[config.mk]
export PLATFORM = sky130hd
export DESIGN_NAME = sample_hold_scale_quantizer
export DESIGN_NICKNAME = d
export VERILOG_FILES = /design/src/rtl/shsq_pkg.sv /design/src/rtl/shsq_ctrl.sv /design/src/rtl/shsq_datapath.sv /design/src/rtl/sample_hold_scale_quantizer.sv
export SDC_FILE = /design/constraint.sdc
export NUM_CORES = 1
export LEC_CHECK = 0
export BUFFER_PORTS_ARGS = -buffer_cell sky130_fd_sc_hd__clkbuf_2
export CORE_MARGIN = 2
export CORE_UTILIZATION = 53
export DETAILED_ROUTE_END_ITERATION = 12
export PLACE_DENSITY = 0.66
export SLEW_MARGIN = 15
export SYNTH_ARGS = -nofsm -noshare
export SYNTH_HDL_FRONTEND = slang
export SYNTH_SLANG_ARGS = --single-unit
[constraint.sdc]
create_clock -name clk -period 15.89 [get_ports clk]
set_clock_uncertainty 0.1 [all_clocks]
set_input_delay 3.9725 -clock clk [delete_from_list [all_inputs] [get_ports clk]]
set_output_delay 3.9725 -clock clk [all_outputs]
set_load 0.05 [all_outputs]
[src/rtl/shsq_pkg.sv]
`timescale 1ns / 1ps
`default_nettype none

package shsq_pkg;

  // Quantizer modes; code three behaves as proportional.
  localparam logic [1:0] QM_CLAMP   = 2'd0;
  localparam logic [1:0] QM_NEAREST = 2'd1;
  localparam logic [1:0] QM_SPREAD  = 2'd2;

  // Configuration register indexes.
  localparam logic [1:0] REG_MODE   = 2'd0;
  localparam logic [1:0] REG_MASK   = 2'd1;
  localparam logic [1:0] REG_ENABLE = 2'd2;

  localparam logic [1:0]  MODE_RESET   = QM_SPREAD;
  localparam logic [11:0] MASK_RESET   = 12'hFFF;
  localparam logic [2:0]  ENABLE_RESET = 3'd0;

  // Output limit: five volts at 4096 per volt.
  localparam int VMAX = 20480;

  typedef struct packed {
    logic capture;
    logic prep;
    logic search;
    logic pick;
    logic mul;
    logic volt;
    logic commit;
  } shsq_cmd_t;

  typedef struct packed {
    logic chan_ok;
    logic search_done;
    logic out_free;
  } shsq_stat_t;

endpackage

`default_nettype wire

[src/rtl/shsq_ctrl.sv]
`timescale 1ns / 1ps
`default_nettype none

module shsq_ctrl import shsq_pkg::*; (
  input  wire logic       clk,
  input  wire logic       rst,
  input  wire logic       in_valid,
  output logic            in_stall,
  input  wire shsq_stat_t stat,
  output shsq_cmd_t       cmd
);

  typedef enum logic [6:0] {
    ST_IDLE   = 7'b0000001,
    ST_PREP   = 7'b0000010,
    ST_SEARCH = 7'b0000100,
    ST_PICK   = 7'b0001000,
    ST_MUL    = 7'b0010000,
    ST_VOLT   = 7'b0100000,
    ST_DONE   = 7'b1000000
  } state_t;

  state_t state, state_next;

  always_ff @(posedge clk) begin
    if (rst) begin
      state <= ST_IDLE;
    end else begin
      state <= state_next;
    end
  end

  assign in_stall = (state != ST_IDLE);

  always_comb begin
    state_next = state;
    cmd        = '0;
    case (state)
      ST_IDLE: begin
        if (in_valid) begin
          cmd.capture = 1'b1;
          // drop requests for channels that do not exist
          if (stat.chan_ok) begin
            state_next = ST_PREP;
          end
        end
      end
      ST_PREP: begin
        cmd.prep   = 1'b1;
        state_next = ST_SEARCH;
      end
      ST_SEARCH: begin
        cmd.search = 1'b1;
        if (stat.search_done) begin
          state_next = ST_PICK;
        end
      end
      ST_PICK: begin
        cmd.pick   = 1'b1;
        state_next = ST_MUL;
      end
      ST_MUL: begin
        cmd.mul    = 1'b1;
        state_next = ST_VOLT;
      end
      ST_VOLT: begin
        cmd.volt   = 1'b1;
        state_next = ST_DONE;
      end
      ST_DONE: begin
        // hold until the output register can take the result
        if (stat.out_free) begin
          cmd.commit = 1'b1;
          state_next = ST_IDLE;
        end
      end
      default: begin
        state_next = ST_IDLE;
      end
    endcase
  end

endmodule

`default_nettype wire

[src/rtl/shsq_datapath.sv]
`timescale 1ns / 1ps
`default_nettype none

module shsq_datapath import shsq_pkg::*; #(
  parameter int CHANNELS = 3
) (
  input  wire logic               clk,
  input  wire logic               rst,
  input  wire shsq_cmd_t          cmd,
  output shsq_stat_t              stat,
  input  wire logic [1:0]         channel,
  input  wire logic signed [15:0] sample,
  input  wire logic [1:0]         quant_mode,
  input  wire logic [11:0]        scale_mask,
  input  wire logic [2:0]         quant_enable,
  input  wire logic               out_stall,
  output logic                    out_valid,
  output logic [1:0]              out_channel,
  output logic signed [15:0]      held_value,
  output logic                    changed
);

  localparam int IDX_W = (CHANNELS > 1) ? $clog2(CHANNELS) : 1;

  function automatic logic [9:0] third_frac(input logic [1:0] rem);
    case (rem)
      2'd0:    third_frac = 10'd0;
      2'd1:    third_frac = 10'd341;
      2'd2:    third_frac = 10'd683;
      default: third_frac = 10'd0;
    endcase
  endfunction

  logic signed [15:0] held [CHANNELS];

  // captured request
  logic [1:0]         ch_r;
  logic signed [15:0] s_r;

  // prep results
  logic [1:0]         mode_r;
  logic [11:0]        mask_r;
  logic               en_r;
  logic signed [15:0] prev_r;
  logic [15:0]        f_r;
  logic signed [4:0]  ap_r;
  logic [3:0]         tgt_r;
  logic signed [4:0]  offp_r;

  // search state
  logic signed [5:0]  r_r, l_r;
  logic [3:0]         rs_r, ls_r;
  logic               rfound, lfound;
  logic [3:0]         k_r, cnt_r, sel_r;
  logic               pfound;

  // conversion pipeline
  logic signed [7:0]  note_r;
  logic               keep_r;
  logic [7:0]         u_r;
  logic [15:0]        prod_r;
  logic signed [15:0] v_r;

  // prep logic
  logic [11:0]        mask_eff;
  logic [3:0]         en_ext;
  logic [1:0]         mode_c;
  logic [11:0]        fr;
  logic [15:0]        f_c;
  logic [16:0]        a_sum;
  logic [3:0]         a_c, as_c;
  logic               tie;
  logic signed [4:0]  ap_c;
  logic [3:0]         m_c;
  logic [15:0]        pm_c;
  logic [16:0]        np_sum;
  logic [3:0]         np_c;
  logic               wrap;

  assign mask_eff = (scale_mask == 12'd0) ? 12'd1 : scale_mask;
  assign en_ext   = {1'b0, quant_enable};
  assign fr       = s_r[11:0];
  assign f_c      = {4'd0, fr} * 16'd12;
  assign a_sum    = {1'b0, f_c} + 17'd2048;
  assign a_c      = a_sum[15:12];
  assign as_c     = (a_c == 4'd12) ? 4'd0 : a_c;
  assign tie      = (f_c[11:0] == 12'd2048);
  // negative samples round halves away from zero in clamp mode
  assign ap_c     = (s_r[15] && tie) ? ($signed({1'b0, a_c}) - 5'sd1)
                                     : $signed({1'b0, a_c});
  assign m_c      = 4'($countones(mask_eff));
  assign pm_c     = {12'd0, m_c} * {4'd0, fr};
  assign np_sum   = {1'b0, pm_c} + 17'd2048;
  assign np_c     = np_sum[15:12];
  assign wrap     = (np_c == m_c);

  always_comb begin
    case (quant_mode)
      QM_CLAMP:   mode_c = QM_CLAMP;
      QM_NEAREST: mode_c = QM_NEAREST;
      default:    mode_c = QM_SPREAD;
    endcase
  end

  // search logic
  logic [15:0] mask_x;
  assign mask_x = {4'd0, mask_r};

  // pick logic
  logic signed [7:0]  off12, offp12, note_clamp, note_near, note_prop, note_c;
  logic signed [5:0]  win;
  logic [3:0]         aps;
  logic signed [18:0] fv, dr_raw, dl_raw;
  logic [18:0]        dr, dl;

  assign off12  = {{4{s_r[15]}}, s_r[15:12]} * 8'sd12;
  assign offp12 = {{3{offp_r[4]}}, offp_r} * 8'sd12;

  assign note_clamp = off12 + {{3{ap_r[4]}}, ap_r};
  assign aps = (ap_r == -5'sd1) ? 4'd11 :
               (ap_r == 5'sd12) ? 4'd0  : ap_r[3:0];

  assign fv     = $signed({3'd0, f_r});
  assign dr_raw = fv - $signed({r_r[5], r_r, 12'd0});
  assign dl_raw = fv - $signed({l_r[5], l_r, 12'd0});
  assign dr     = dr_raw[18] ? 19'(-dr_raw) : dr_raw;
  assign dl     = dl_raw[18] ? 19'(-dl_raw) : dl_raw;
  // ties go to the upper note
  assign win       = (dr <= dl) ? r_r : l_r;
  assign note_near = off12 + {{2{win[5]}}, win};
  assign note_prop = offp12 + $signed({4'd0, sel_r});

  always_comb begin
    case (mode_r)
      QM_CLAMP:   note_c = note_clamp;
      QM_NEAREST: note_c = note_near;
      default:    note_c = note_prop;
    endcase
  end

  // note to volts: round(n * 1024 / 3), n offset by 129 to stay positive
  logic [8:0]         u9;
  logic [6:0]         qp;
  logic [7:0]         three_q, rem_full;
  logic signed [7:0]  qs;
  logic signed [17:0] v_q, v_sel, v_lim;

  assign u9       = {note_r[7], note_r} + 9'd129;
  assign qp       = prod_r[15:9];
  assign three_q  = {1'b0, qp} + {qp, 1'b0};
  assign rem_full = u_r - three_q;
  assign qs       = $signed({1'b0, qp}) - 8'sd43;
  assign v_q      = $signed({qs, 10'd0}) + $signed({8'd0, third_frac(rem_full[1:0])});

  always_comb begin
    if (!en_r) begin
      v_sel = {{2{s_r[15]}}, s_r};
    end else if (keep_r) begin
      v_sel = {{2{prev_r[15]}}, prev_r};
    end else begin
      v_sel = v_q;
    end
    if (v_sel < -VMAX) begin
      v_lim = 18'(-VMAX);
    end else if (v_sel > VMAX) begin
      v_lim = 18'(VMAX);
    end else begin
      v_lim = v_sel;
    end
  end

  assign stat.chan_ok     = ({30'd0, channel} < CHANNELS);
  assign stat.search_done = !en_r || (mode_r == QM_CLAMP) ||
                            ((mode_r == QM_NEAREST) && rfound && lfound) ||
                            ((mode_r == QM_SPREAD) && pfound);
  assign stat.out_free    = !out_valid || !out_stall;

  always_ff @(posedge clk) begin
    if (cmd.capture) begin
      ch_r <= channel;
      s_r  <= sample;
    end

    if (cmd.prep) begin
      mode_r <= mode_c;
      mask_r <= mask_eff;
      en_r   <= en_ext[ch_r];
      prev_r <= held[IDX_W'(ch_r)];
      f_r    <= f_c;
      ap_r   <= ap_c;
      tgt_r  <= wrap ? 4'd0 : np_c;
      offp_r <= {s_r[15], s_r[15:12]} + {4'd0, wrap};
      r_r    <= $signed({2'd0, a_c});
      l_r    <= $signed({2'd0, a_c});
      rs_r   <= as_c;
      ls_r   <= as_c;
      rfound <= 1'b0;
      lfound <= 1'b0;
      k_r    <= 4'd0;
      cnt_r  <= 4'd0;
      pfound <= 1'b0;
    end

    if (cmd.search) begin
      if (mode_r == QM_NEAREST) begin
        // walk outward one semitone a cycle until each side hits a note
        if (!rfound) begin
          if (mask_x[rs_r]) begin
            rfound <= 1'b1;
          end else begin
            r_r  <= r_r + 6'sd1;
            rs_r <= (rs_r == 4'd11) ? 4'd0 : rs_r + 4'd1;
          end
        end
        if (!lfound) begin
          if (mask_x[ls_r]) begin
            lfound <= 1'b1;
          end else begin
            l_r  <= l_r - 6'sd1;
            ls_r <= (ls_r == 4'd0) ? 4'd11 : ls_r - 4'd1;
          end
        end
      end
      if ((mode_r == QM_SPREAD) && !pfound) begin
        // count enabled notes upward until the target one
        k_r <= k_r + 4'd1;
        if (mask_x[k_r]) begin
          if (cnt_r == tgt_r) begin
            sel_r  <= k_r;
            pfound <= 1'b1;
          end else begin
            cnt_r <= cnt_r + 4'd1;
          end
        end
      end
    end

    if (cmd.pick) begin
      note_r <= note_c;
      keep_r <= (mode_r == QM_CLAMP) && !mask_x[aps];
    end

    if (cmd.mul) begin
      u_r    <= u9[7:0];
      prod_r <= {8'd0, u9[7:0]} * 16'd171;
    end

    if (cmd.volt) begin
      v_r <= v_lim[15:0];
    end

    if (cmd.commit) begin
      out_channel <= ch_r;
      held_value  <= v_r;
      changed     <= (v_r != prev_r);
    end
  end

  always_ff @(posedge clk) begin
    if (rst) begin
      out_valid <= 1'b0;
      for (int i = 0; i < CHANNELS; i++) begin
        held[i] <= '0;
      end
    end else begin
      if (cmd.commit) begin
        out_valid               <= 1'b1;
        held[IDX_W'(ch_r)]      <= v_r;
      end else if (!out_stall) begin
        out_valid <= 1'b0;
      end
    end
  end

endmodule

`default_nettype wire

[src/rtl/sample_hold_scale_quantizer.sv]
// An accepted request passes through prep, the search step, pick, multiply, volt scaling and
// commit. The search step ends at once in clamp mode or unquantized, else it is a walk of up
// to 11 semitones at one a cycle. The block takes no new request before the last is committed:
// the input stalls from acceptance until the result is in the output register, which can
// still be waiting while the next request enters.
// Reset (rst, synchronous, active high): all held values zero, mode proportional,
// full scale mask, quantizing off on every channel, output empty.
`timescale 1ns / 1ps
`default_nettype none

module sample_hold_scale_quantizer import shsq_pkg::*; #(
  parameter int CHANNELS = 3
) (
  input  wire logic               clk,
  input  wire logic               rst,

  // hold trigger requests
  input  wire logic               in_valid,
  output logic                    in_stall,
  input  wire logic [1:0]         channel,
  input  wire logic signed [15:0] sample,

  // held value updates
  output logic                    out_valid,
  input  wire logic               out_stall,
  output logic [1:0]              out_channel,
  output logic signed [15:0]      held_value,
  output logic                    changed,

  // configuration writes
  input  wire logic               cfg_we,
  input  wire logic [1:0]         cfg_index,
  input  wire logic [11:0]        cfg_data
);

  // Configuration registers. The user must write them only while no request is in flight (the
  // block does not enforce this); the datapath samples them freely during its prep step.
  logic [1:0]  quant_mode;
  logic [11:0] scale_mask;
  logic [2:0]  quant_enable;

  always_ff @(posedge clk) begin
    if (rst) begin
      quant_mode   <= MODE_RESET;
      scale_mask   <= MASK_RESET;
      quant_enable <= ENABLE_RESET;
    end else if (cfg_we) begin
      case (cfg_index)
        REG_MODE:   quant_mode   <= cfg_data[1:0];
        REG_MASK:   scale_mask   <= cfg_data;
        REG_ENABLE: quant_enable <= cfg_data[2:0];
        default: begin
          // unused index: drop the write
        end
      endcase
    end
  end

  shsq_cmd_t  cmd;
  shsq_stat_t stat;

  // Controller: sequences capture, prep, the semitone walk, note pick,
  // reciprocal multiply, volt scaling and the commit into the output register.
  shsq_ctrl u_ctrl (
    .clk      (clk),
    .rst      (rst),
    .in_valid (in_valid),
    .in_stall (in_stall),
    .stat     (stat),
    .cmd      (cmd)
  );

  // Datapath: held value store, quantizer arithmetic and the output register.
  shsq_datapath #(
    .CHANNELS (CHANNELS)
  ) u_datapath (
    .clk          (clk),
    .rst          (rst),
    .cmd          (cmd),
    .stat         (stat),
    .channel      (channel),
    .sample       (sample),
    .quant_mode   (quant_mode),
    .scale_mask   (scale_mask),
    .quant_enable (quant_enable),
    .out_stall    (out_stall),
    .out_valid    (out_valid),
    .out_channel  (out_channel),
    .held_value   (held_value),
    .changed      (changed)
  );

  // Every result stays inside the five volt window.
  a_held_range: assert property (@(posedge clk) disable iff (rst)
    out_valid |-> ((held_value >= -VMAX) && (held_value <= VMAX)))
    else $error("held value outside five volt range");

  // Results only ever name a channel that exists.
  a_chan_range: assert property (@(posedge clk) disable iff (rst)
    out_valid |-> ({30'd0, out_channel} < CHANNELS))
    else $error("result for a nonexistent channel");

  // A new result only appears after a request was being worked on.
  a_result_src: assert property (@(posedge clk) disable iff (rst)
    $rose(out_valid) |-> $past(in_stall))
    else $error("result appeared with no request in flight");

endmodule

`default_nettype wire

==> results.yml, run 1 <==
status:
  status: "completed"
clocking:
  cts-root-buf: "clkbuf_16"
  post_cts_buffers: 0
  cts_tree: "yes"
  worstSkewPairLatency_ps: 540
  cts_num_sinks: 254
  htreeDepth: 1
  postCtsHoldBufs: 0
  cts_resized: 0
  cts_buffers: 28
  ctsLongestPathBuffers: 3
  path_clk_slew_ps: 60
finish:
  n_fill_cell: 2509
  regArea_sq_um: 7070
  layout-drive-gt1-share: 0.109
  instances_no_fill: 1933
  nNetsFinal: 1752
  multiInputGateArea_sq_um: 8570
  syn_to_final_growth_pct: 9.72
  final_cell_mix: "198 x edfxtp_1, 152 x ha_1, 130 x nor2_1"
  final_common_cell: "edfxtp_1"
  n_antenna_cell: 0
  post-route-util: 0.586
synthesis:
  synth_edf_count: 198
  async_flop_share: 0
  netlist_instances: 1465
  synth.avg_cell_area_sq_um: 11.1
  syn_area_sq_um: 16200
  yosysTopAreaCellShare: 0.367
  synth_cell_types: 83
  synth_largest_area_cell: "edfxtp_1"
  synth.yosys.warnings: 0
  synth_nets: 1700
  ys_seq_elements: 254
  ys.flop_type: "edfxtp_1"
  yosys-top-cells-area: "edfxtp_1 37%, ha_1 12%, dfxtp_1 6.9%, fa_1 5.7%, mux4_2 3.9%"
  ys_seq_area_frac: 0.436
pwr:
  power.leakage_nw: 7.39
  ir_drop_mv: 0.179
  powerDensity_nw_per_um2: 202
detailed_routing:
  finalWirelength_microns: 33500
  routedWlPerCell_microns: 17.3
  drt-initial-drc-count: 678
  num_vias: 10700
  drc: 0
  drt-vias-per-instance: 5.55
  ant_nets: 0
  drt_first_pass_iters: 5
die:
  core_area_sq_um: 30300
  die_w_microns: 179
  core.rowCount: 64
  start_util: 0.534
  die_area_sq_um: 32000
  io_pins: 58
  fp.dieH_microns: 179
sta:
  tightest_slew_ps: 1130
  timing.final.crit_share: 0.541
  finalSetupViolCount: 0
  drv_slew: 0
  rsz0062_at_grt: "no"
  final_hold_viol_count: 0
  period_needed_ps: 8590
  tns_ps: 0
  relSlewSlack: 0.243
  fmax_ghz: 0.116
worst_setup_path:
  crit_top_cell: "ha_1"
  crit_type: "flip-flop to flip-flop"
  critPathMaxStageDelay_ps: 850
  timing.critical_path.arrival_ps: 8770
  crit_required_ps: 16070
  rr_worst_depth: 29
  cp-start-kind: "flip-flop"
  crit_path_top_delay_cell: "xnor2_1"
  end_kind: "flip-flop"
  crit_path_max_fanout: 13
grt:
  grt_use_met2: 0.350
  gr-usage-met1: 0.315
  grt_pass1_vias: 10600
  grt_use_met3: 0.0261
  antenna_found_initial: 0
  gr-total-overflow: 0
  grt_pass1_wl_microns: 54800
  grt-busiest-layer: "met2"
  grt_max_degree: 56
  grt_usage: 0.216
worst_hold_path:
  worstHoldPathCells: 1
  min-delay-path-class: "flip-flop to flip-flop"
placed_design:
  globalplace.congestion: 0.830
  place.port_buffers: 57
  dp_cells: 1883
  hpwlAfterDp_microns: 25000
flow_run:
  cap_violations: 0
==> area by class of cell <==
class                      instances  share of cell area
timing repair buffer              66              0.0198
clock inverter                    18             0.00935
multi-input combinational       1054               0.482
sequential                       254               0.397
clock buffer                      32              0.0402
tap                              396              0.0279
inverter                         113              0.0238
==> routing by layer <==
layer | wire length [microns] | share of wire | vias to the layer above
li1 | - | - | 5295
met1 | 16000 | 0.48 | 5222
met2 | 15700 | 0.47 | 174
met3 | 1270 | 0.038 | 38
met4 | 548 | 0.016 | 0
met5 | 0 | 0 | -
==> logic make-up (layout without fill, tap and decap cells) <==
kind of cell,count (synthesis),in the layout,share of synthesized area
adder cells (fa/ha/maj),198,198,0.174
buffers and inverters,157,229,0.0366
multiplexers,51,51,0.0533
flip-flops,254,254,0.436
other,2,2,0.000463
XOR/XNOR,113,113,0.0620
AND/OR/NAND/NOR,462,462,0.146
AO/OA/AOI/OAI,228,228,0.0918
==> state kept, by name, indices dropped and copies added, names as in the netlist, 6 cells and up <==
signal / cells
u_datapath.v_r: 16
u_datapath.mask_r: 12
u_datapath.f_r: 14
u_datapath.r_r: 6
scale_mask: 12
u_datapath.held_value: 16
u_datapath.s_r: 16
u_ctrl.state: 7
u_datapath.l_r: 6
u_datapath.note_r: 8
u_datapath.prod_r: 8
u_datapath.held: 64
u_datapath.prev_r: 16
==> final timing paths <==
path	from	end	slack, ps
hold / removal	u_datapath.pfound	u_datapath.pfound	350
hold reg to reg	u_datapath.pfound	u_datapath.pfound	350
setup / recovery	scale_mask[2]	u_datapath.offp_r[4]	7300
setup reg to reg	scale_mask[2]	u_datapath.offp_r[4]	7300
==> Yosys cell counts, types with 9 or more instances <==
library cell  number
nor3_1            16
clkbuf_1          38
ha_1             152
or3_1             11
fa_1              46
nand2_1          102
nand3_1           16
and2_1            78
xnor2_1           58
o21ai_0           61
inv_1            112
a21o_1            22
a211o_1           12
nand4_1           13
mux2i_1           20
nor2_1           132
xor2_1            53
mux4_2            28
nor4_1             9
dfxtp_1           56
nand2b_1          13
nand3b_1          14
a21oi_1           63
edfxtp_1         198
nor2b_1           19
==> per-stage QoR <==
step	area [sq um]	setup slack, ps	hold WS [ps]	power, mW
6_report	17800	7300	348	3.60
5_1_grt	17800	6710	372	3.95
4_1_cts	17800	7350	351	3.63
3_5_place_dp	16900	7370	337	2.99
3_3_place_gp	16900	7610	324	2.92
2_1_floorplan	16200	8390	318	2.56
==> critical path, delay by kind of cell (launching register included) <==
family          cells  cell delay (ps)
fa+ha+maj          11             3650
xor+xnor            4             1330
buf+inv             3              230
simple gates        7             1590
flops               1              310
compound gates      4             1130
==> where the power goes <==
group / internal [mW] / leakage, nW / switching [mW]
Combinational: 0.915 / 4.66 / 1.11
Clock: 0.357 / 0.421 / 0.265
Sequential: 0.849 / 2.30 / 0.0957
Note: power is estimated with default switching activity, not from simulation.
==> run 2: changes to the inputs <==
clock period = 8 ns   (was 15.89 ns; I/O delays follow)
==> run 2 against run 1 <==
Against the previous run: sequential power grew 99%; sequential share of layout area is 0.36 points lower; global-route usage increased by 0.072 points; largest cell class unchanged; power increased by 110%; core utilization increased by 0.54 points; clock power increased by 110%; largest power group unchanged; critical path type unchanged; worst hold slack better by 5.1 ps; flip-flop and latch count unchanged; critical endpoint unchanged; first-iteration DRC count is 1.2% higher; worst setup slack worse by 7000 ps; fmax is 11% higher.
==> results.yml, run 2 (synthesis gave the netlist of run 1 again) <==
clocking:
  path_clk_slew_ps: 60
  cts_buffers: 28
  cts-root-buf: "clkbuf_16"
  worstSkewPairLatency_ps: 560
  cts_tree: "yes"
  cts_num_sinks: 254
  postCtsHoldBufs: 0
  ctsLongestPathBuffers: 3
  htreeDepth: 1
worst_hold_path:
  min-delay-path-class: "flip-flop to flip-flop"
sta:
  tightest_slew_ps: 1170
  drv_slew: 0
  fmax_ghz: 0.129
  finalSetupViolCount: 0
  period_needed_ps: 7740
  final_hold_viol_count: 0
  relSlewSlack: 0.218
  timing.final.crit_share: 0.968
  tns_ps: 0
  worst_slack_ps: 256
worst_setup_path:
  crit_path_top_delay_cell: "fa_1"
  crit_required_ps: 8200
  crit_buf_inv: 6
  end_kind: "flip-flop"
  timing.critical_path.arrival_ps: 7950
  crit_path_max_fanout: 7
  crit_family: "adder cells"
  crit_top_cell: "fa_1"
  crit_type: "flip-flop to flip-flop"
  cp-start-kind: "flip-flop"
  critPathMaxStageDelay_ps: 550
finish:
  n_fill_cell: 2495
  final_cell_mix: "198 x edfxtp_1, 149 x ha_1, 130 x nor2_1"
  instances_no_fill: 1944
  layout-drive-gt1-share: 0.123
  regArea_sq_um: 7070
  nNetsFinal: 1761
  final_common_cell: "edfxtp_1"
  post-route-util: 0.592
  n_antenna_cell: 0
  largest_register: "u_datapath.held"
  multiInputGateArea_sq_um: 8620
  syn_to_final_growth_pct: 10.7
  largest_reg_flops: 64
placed_design:
  hpwlAfterDp_microns: 25200
  pre_cts_ws_ps: 14.1
  globalplace.congestion: 0.842
  dp_cells: 1886
  place.port_buffers: 57
grt:
  gr-total-overflow: 0
  grt_max_degree: 68
  grt_pass1_vias: 10700
  grt_usage: 0.217
  antenna_found_initial: 0
  grt_pass1_wl_microns: 54600
die:
  io_pins: 58
  fp.dieH_microns: 179
  die_w_microns: 179
  die_area_sq_um: 32000
  core.rowCount: 64
  core_area_sq_um: 30300
  start_util: 0.534
detailed_routing:
  drt-initial-drc-count: 686
  drc: 0
  num_vias: 10900
  ant_nets: 0
  finalWirelength_microns: 33900
  routedWlPerCell_microns: 17.4
  drt-vias-per-instance: 5.62
  drt_first_pass_iters: 7
pwr:
  power_mw: 7.54
  powerDensity_nw_per_um2: 420
  power.leakage_nw: 7.47
  ir_drop_mv: 0.313
flow_run:
  cap_violations: 0
status:
  status: "completed"
## run 2: changes by cell type in the layout (fill, tap and decap cells not counted), moves of 2 or more
| cell | previous run | this run |
|---|---|---|
| buf_4 | 9 | 18 |
| clkinv_2 | 2 | 7 |
| ha_1 | 152 | 149 |
| ha_2 | 0 | 3 |
| a2111oi_0 | 3 | 1 |
| a2111oi_2 | 0 | 2 |
| clkbuf_1 | 4 | 2 |
| clkinv_1 | 6 | 8 |
| clkinv_4 | 2 | 0 |
| clkinvlp_4 | 3 | 1 |
| fa_1 | 46 | 44 |
| fa_2 | 0 | 2 |
## run 2: power breakdown
group,total [mW],switching (mW),internal [mW]
Sequential,1.88,0.195,1.69
Combinational,4.37,2.37,2.00
Clock,1.29,0.542,0.744
## run 2: path summary, 6_finish.rpt
| check | startpoint | end | slack [ps] | cells after the start |
|---|---|---|---|---|
| setup / recovery | scale_mask[4] | u_datapath.offp_r[4] | 260 | 30 |
| hold / removal | u_datapath.pfound | u_datapath.pfound | 350 | 1 |
| setup reg to reg | scale_mask[4] | u_datapath.offp_r[4] | 260 | 30 |
| hold reg to reg | u_datapath.pfound | u_datapath.pfound | 350 | 1 |
## run 2: routing by layer
metal  part of all wire  vias to the layer above  track usage  wire length (microns)
met5                  0                        -            0                      0
met4              0.016                        0       0.0430                    558
met3              0.048                       44       0.0269                   1620
met2               0.46                      233        0.355                  15700
met1               0.47                     5321        0.313                  16000
li1                   -                     5324            -                      -
## run 2: through the flow
| stage | hold WS, ps | cell area (sq um) |
|---|---|---|
| floorplan | 318 | 16200 |
| global placement | 337 | 16900 |
| detailed placement | 334 | 16900 |
| CTS | 354 | 17900 |
| global route | 383 | 18000 |
| finish | 353 | 18000 |
## run 2: final cells by class
class                           count  area share
Multi-Input combinational cell   1054       0.480
Sequential cell                   254       0.394
Clock buffer                       30      0.0394
Tap cell                          396      0.0276
Inverter                          113      0.0236
Timing Repair Buffer               75      0.0234
Clock inverter                     22      0.0123
## run 2: repair_timing
action,CTS,global route
setup buffers,0,6
gates resized for setup,0,14
setup endpoints to repair,0,5
## run 2: worst reg2reg max path: cells and delay by family, from the launching register on
kind / cells / cell delay, ps
flops: 1 / 340
buf+inv: 6 / 570
simple gates: 4 / 730
fa+ha+maj: 12 / 4300
compound gates: 4 / 850
xor+xnor: 4 / 600
==> run 3: changes to the inputs <==
CORE_MARGIN = 4   (was 2)
==> run 3 against run 2 <==
Against the previous run: fmax grew 2.0%; non-clock buffer count shrank 6; worst setup slack gained 150 ps; design area is essentially flat; clock-buffer cell count grew 2; power shrank 1.8%; flip-flop and latch count is the same; largest power group unchanged.
==> results.yml, run 3 (synthesis gave the netlist of run 1 again) <==
detailed_routing:
  drc: 0
  wl_met3_microns: 1670
  drt-met1-wl_microns: 16500
  ant_nets: 0
  finalWirelength_microns: 34700
  drt_first_pass_iters: 5
  routedWlPerCell_microns: 17.9
  drt-initial-drc-count: 786
  num_vias: 10900
  route.met2.wl_microns: 15900
  dr.max_layer_used: "met4"
  drt-vias-per-instance: 5.63
pwr:
  powerDensity_nw_per_um2: 413
  power_mw: 7.40
  ir_drop_mv: 0.411
  power.leakage_nw: 7.46
die:
  io_pins: 58
  die_w_microns: 183
  fp.dieH_microns: 183
  die_area_sq_um: 33500
  core_area_sq_um: 29900
  start_util: 0.543
  core.rowCount: 63
sta:
  fmax_ghz: 0.132
  rsz0062_at_grt: "no"
  tns_ps: 0
  relSlewSlack: 0.289
  period_needed_ps: 7600
  tightest_slew_ps: 1070
  final_hold_viol_count: 0
  finalSetupViolCount: 0
  drv_slew: 0
  timing.final.crit_share: 0.949
worst_setup_path:
  cp-start-kind: "flip-flop"
  crit_type: "flip-flop to flip-flop"
  crit_path_max_fanout: 7
  regToRegSetupSlack_ps: 400
  crit_path_top_delay_cell: "fa_1"
  crit_required_ps: 8190
  timing.critical_path.arrival_ps: 7790
  rr_worst_depth: 28
  crit_top_cell: "ha_1"
  end_kind: "flip-flop"
  reg2reg_from: "scale_mask[4]"
  r2r_end: "u_datapath.offp_r[4]"
  critPathMaxStageDelay_ps: 590
finish:
  final_cell_mix: "198 x edfxtp_1, 152 x ha_1, 130 x nor2_1"
  layout-drive-gt1-share: 0.116
  n_antenna_cell: 0
  largest_reg_flops: 64
  n_fill_cell: 2453
  largest_register: "u_datapath.held"
  final_common_cell: "edfxtp_1"
  syn_to_final_growth_pct: 10.6
  nNetsFinal: 1755
clocking:
  cts_buffers: 28
  cts_resized: 0
  htreeDepth: 1
  worstSkewPairLatency_ps: 560
  postCtsHoldBufs: 0
  ctsLongestPathBuffers: 3
  cts_num_sinks: 254
  post_cts_buffers: 0
  path_clk_slew_ps: 60
  cts-root-buf: "clkbuf_16"
  cts_tree: "yes"
grt:
  grt_pass1_wl_microns: 56200
  antenna_found_initial: 0
  gr-total-overflow: 0
  grt_usage: 0.206
  grt_max_degree: 46
  grt_pass1_vias: 10800
placed_design:
  hpwlAfterDp_microns: 25600
  place.port_buffers: 57
  globalplace.congestion: 0.845
status:
  status: "completed"
flow_run:
  cap_violations: 0
worst_hold_path:
  min-delay-path-class: "flip-flop to flip-flop"
  worstHoldPathCells: 1
  hold_start: "u_datapath.pfound"
  hold_path_end: "u_datapath.pfound"
[run 3: cell count changes in the layout (fill, tap and decap cells not counted), moves of 2 or more]
cell / change
a2111oi_2: -2
clkinvlp_4: +2
clkinv_1: -3
bufinv_16: +2
clkinv_2: -4
ha_1: +3
buf_4: -7
ha_2: -3
[run 3: power by group]
group	switching (mW)	internal [mW]	leakage, nW
combinational	2.26	1.89	4.69
clock	0.547	0.816	0.467
sequential	0.202	1.69	2.30
total	3.01	4.39	7.46
[run 3: final cells by class]
type | instances | area, sq um | area share
Clock inverter | 19 | 254 | 0.0142
Inverter | 113 | 424 | 0.0236
Multi-Input combinational cell | 1054 | 8600 | 0.480
Tap cell | 390 | 488 | 0.0272
Timing Repair Buffer | 69 | 375 | 0.0209
Clock buffer | 32 | 726 | 0.0405
Sequential cell | 254 | 7070 | 0.394
[run 3: critical path: cells and delay by family (launching register included)]
family | cells | cell delay, ps
compound gates | 7 | 1550
xor+xnor | 4 | 560
fa+ha+maj | 11 | 4140
buf+inv | 3 | 180
flops | 1 | 330
simple gates | 3 | 460
[run 3: metal layers]
| layer | track usage | up-vias |
|---|---|---|
| li1 | - | 5309 |
| met1 | 0.306 | 5296 |
| met2 | 0.333 | 218 |
| met3 | 0.0246 | 47 |
| met4 | 0.0405 | 0 |
| met5 | 0 | - |
[run 3: through the flow]
stage | util | cell area (sq um) | instances | setup slack [ps] | hold WS (ps)
6_report | 0.600 | 17900 | 1931 | 405 | 348
5_1_grt | 0.600 | 17900 | 1931 | 17.9 | 366
4_1_cts | 0.599 | 17900 | 1930 | 233 | 349
3_5_place_dp | 0.566 | 16900 | 1879 | 250 | 335
3_3_place_gp | 0.566 | 16900 | 1879 | 421 | 324
2_1_floorplan | - | 16200 | 1465 | 500 | 318
[run 3: worst max path at each step]
stage	startpoint	end	slack, ps	depth (start not counted)
2_1_floorplan	scale_mask[4]	u_datapath.offp_r[4]	500	29
3_3_place_gp	scale_mask[4]	u_datapath.offp_r[4]	420	28
3_5_place_dp	scale_mask[4]	u_datapath.offp_r[4]	250	28
4_1_cts	scale_mask[2]	u_datapath.offp_r[4]	230	27
5_1_grt	scale_mask[2]	u_datapath.offp_r[4]	20	28
6_report	scale_mask[4]	u_datapath.offp_r[4]	400	28
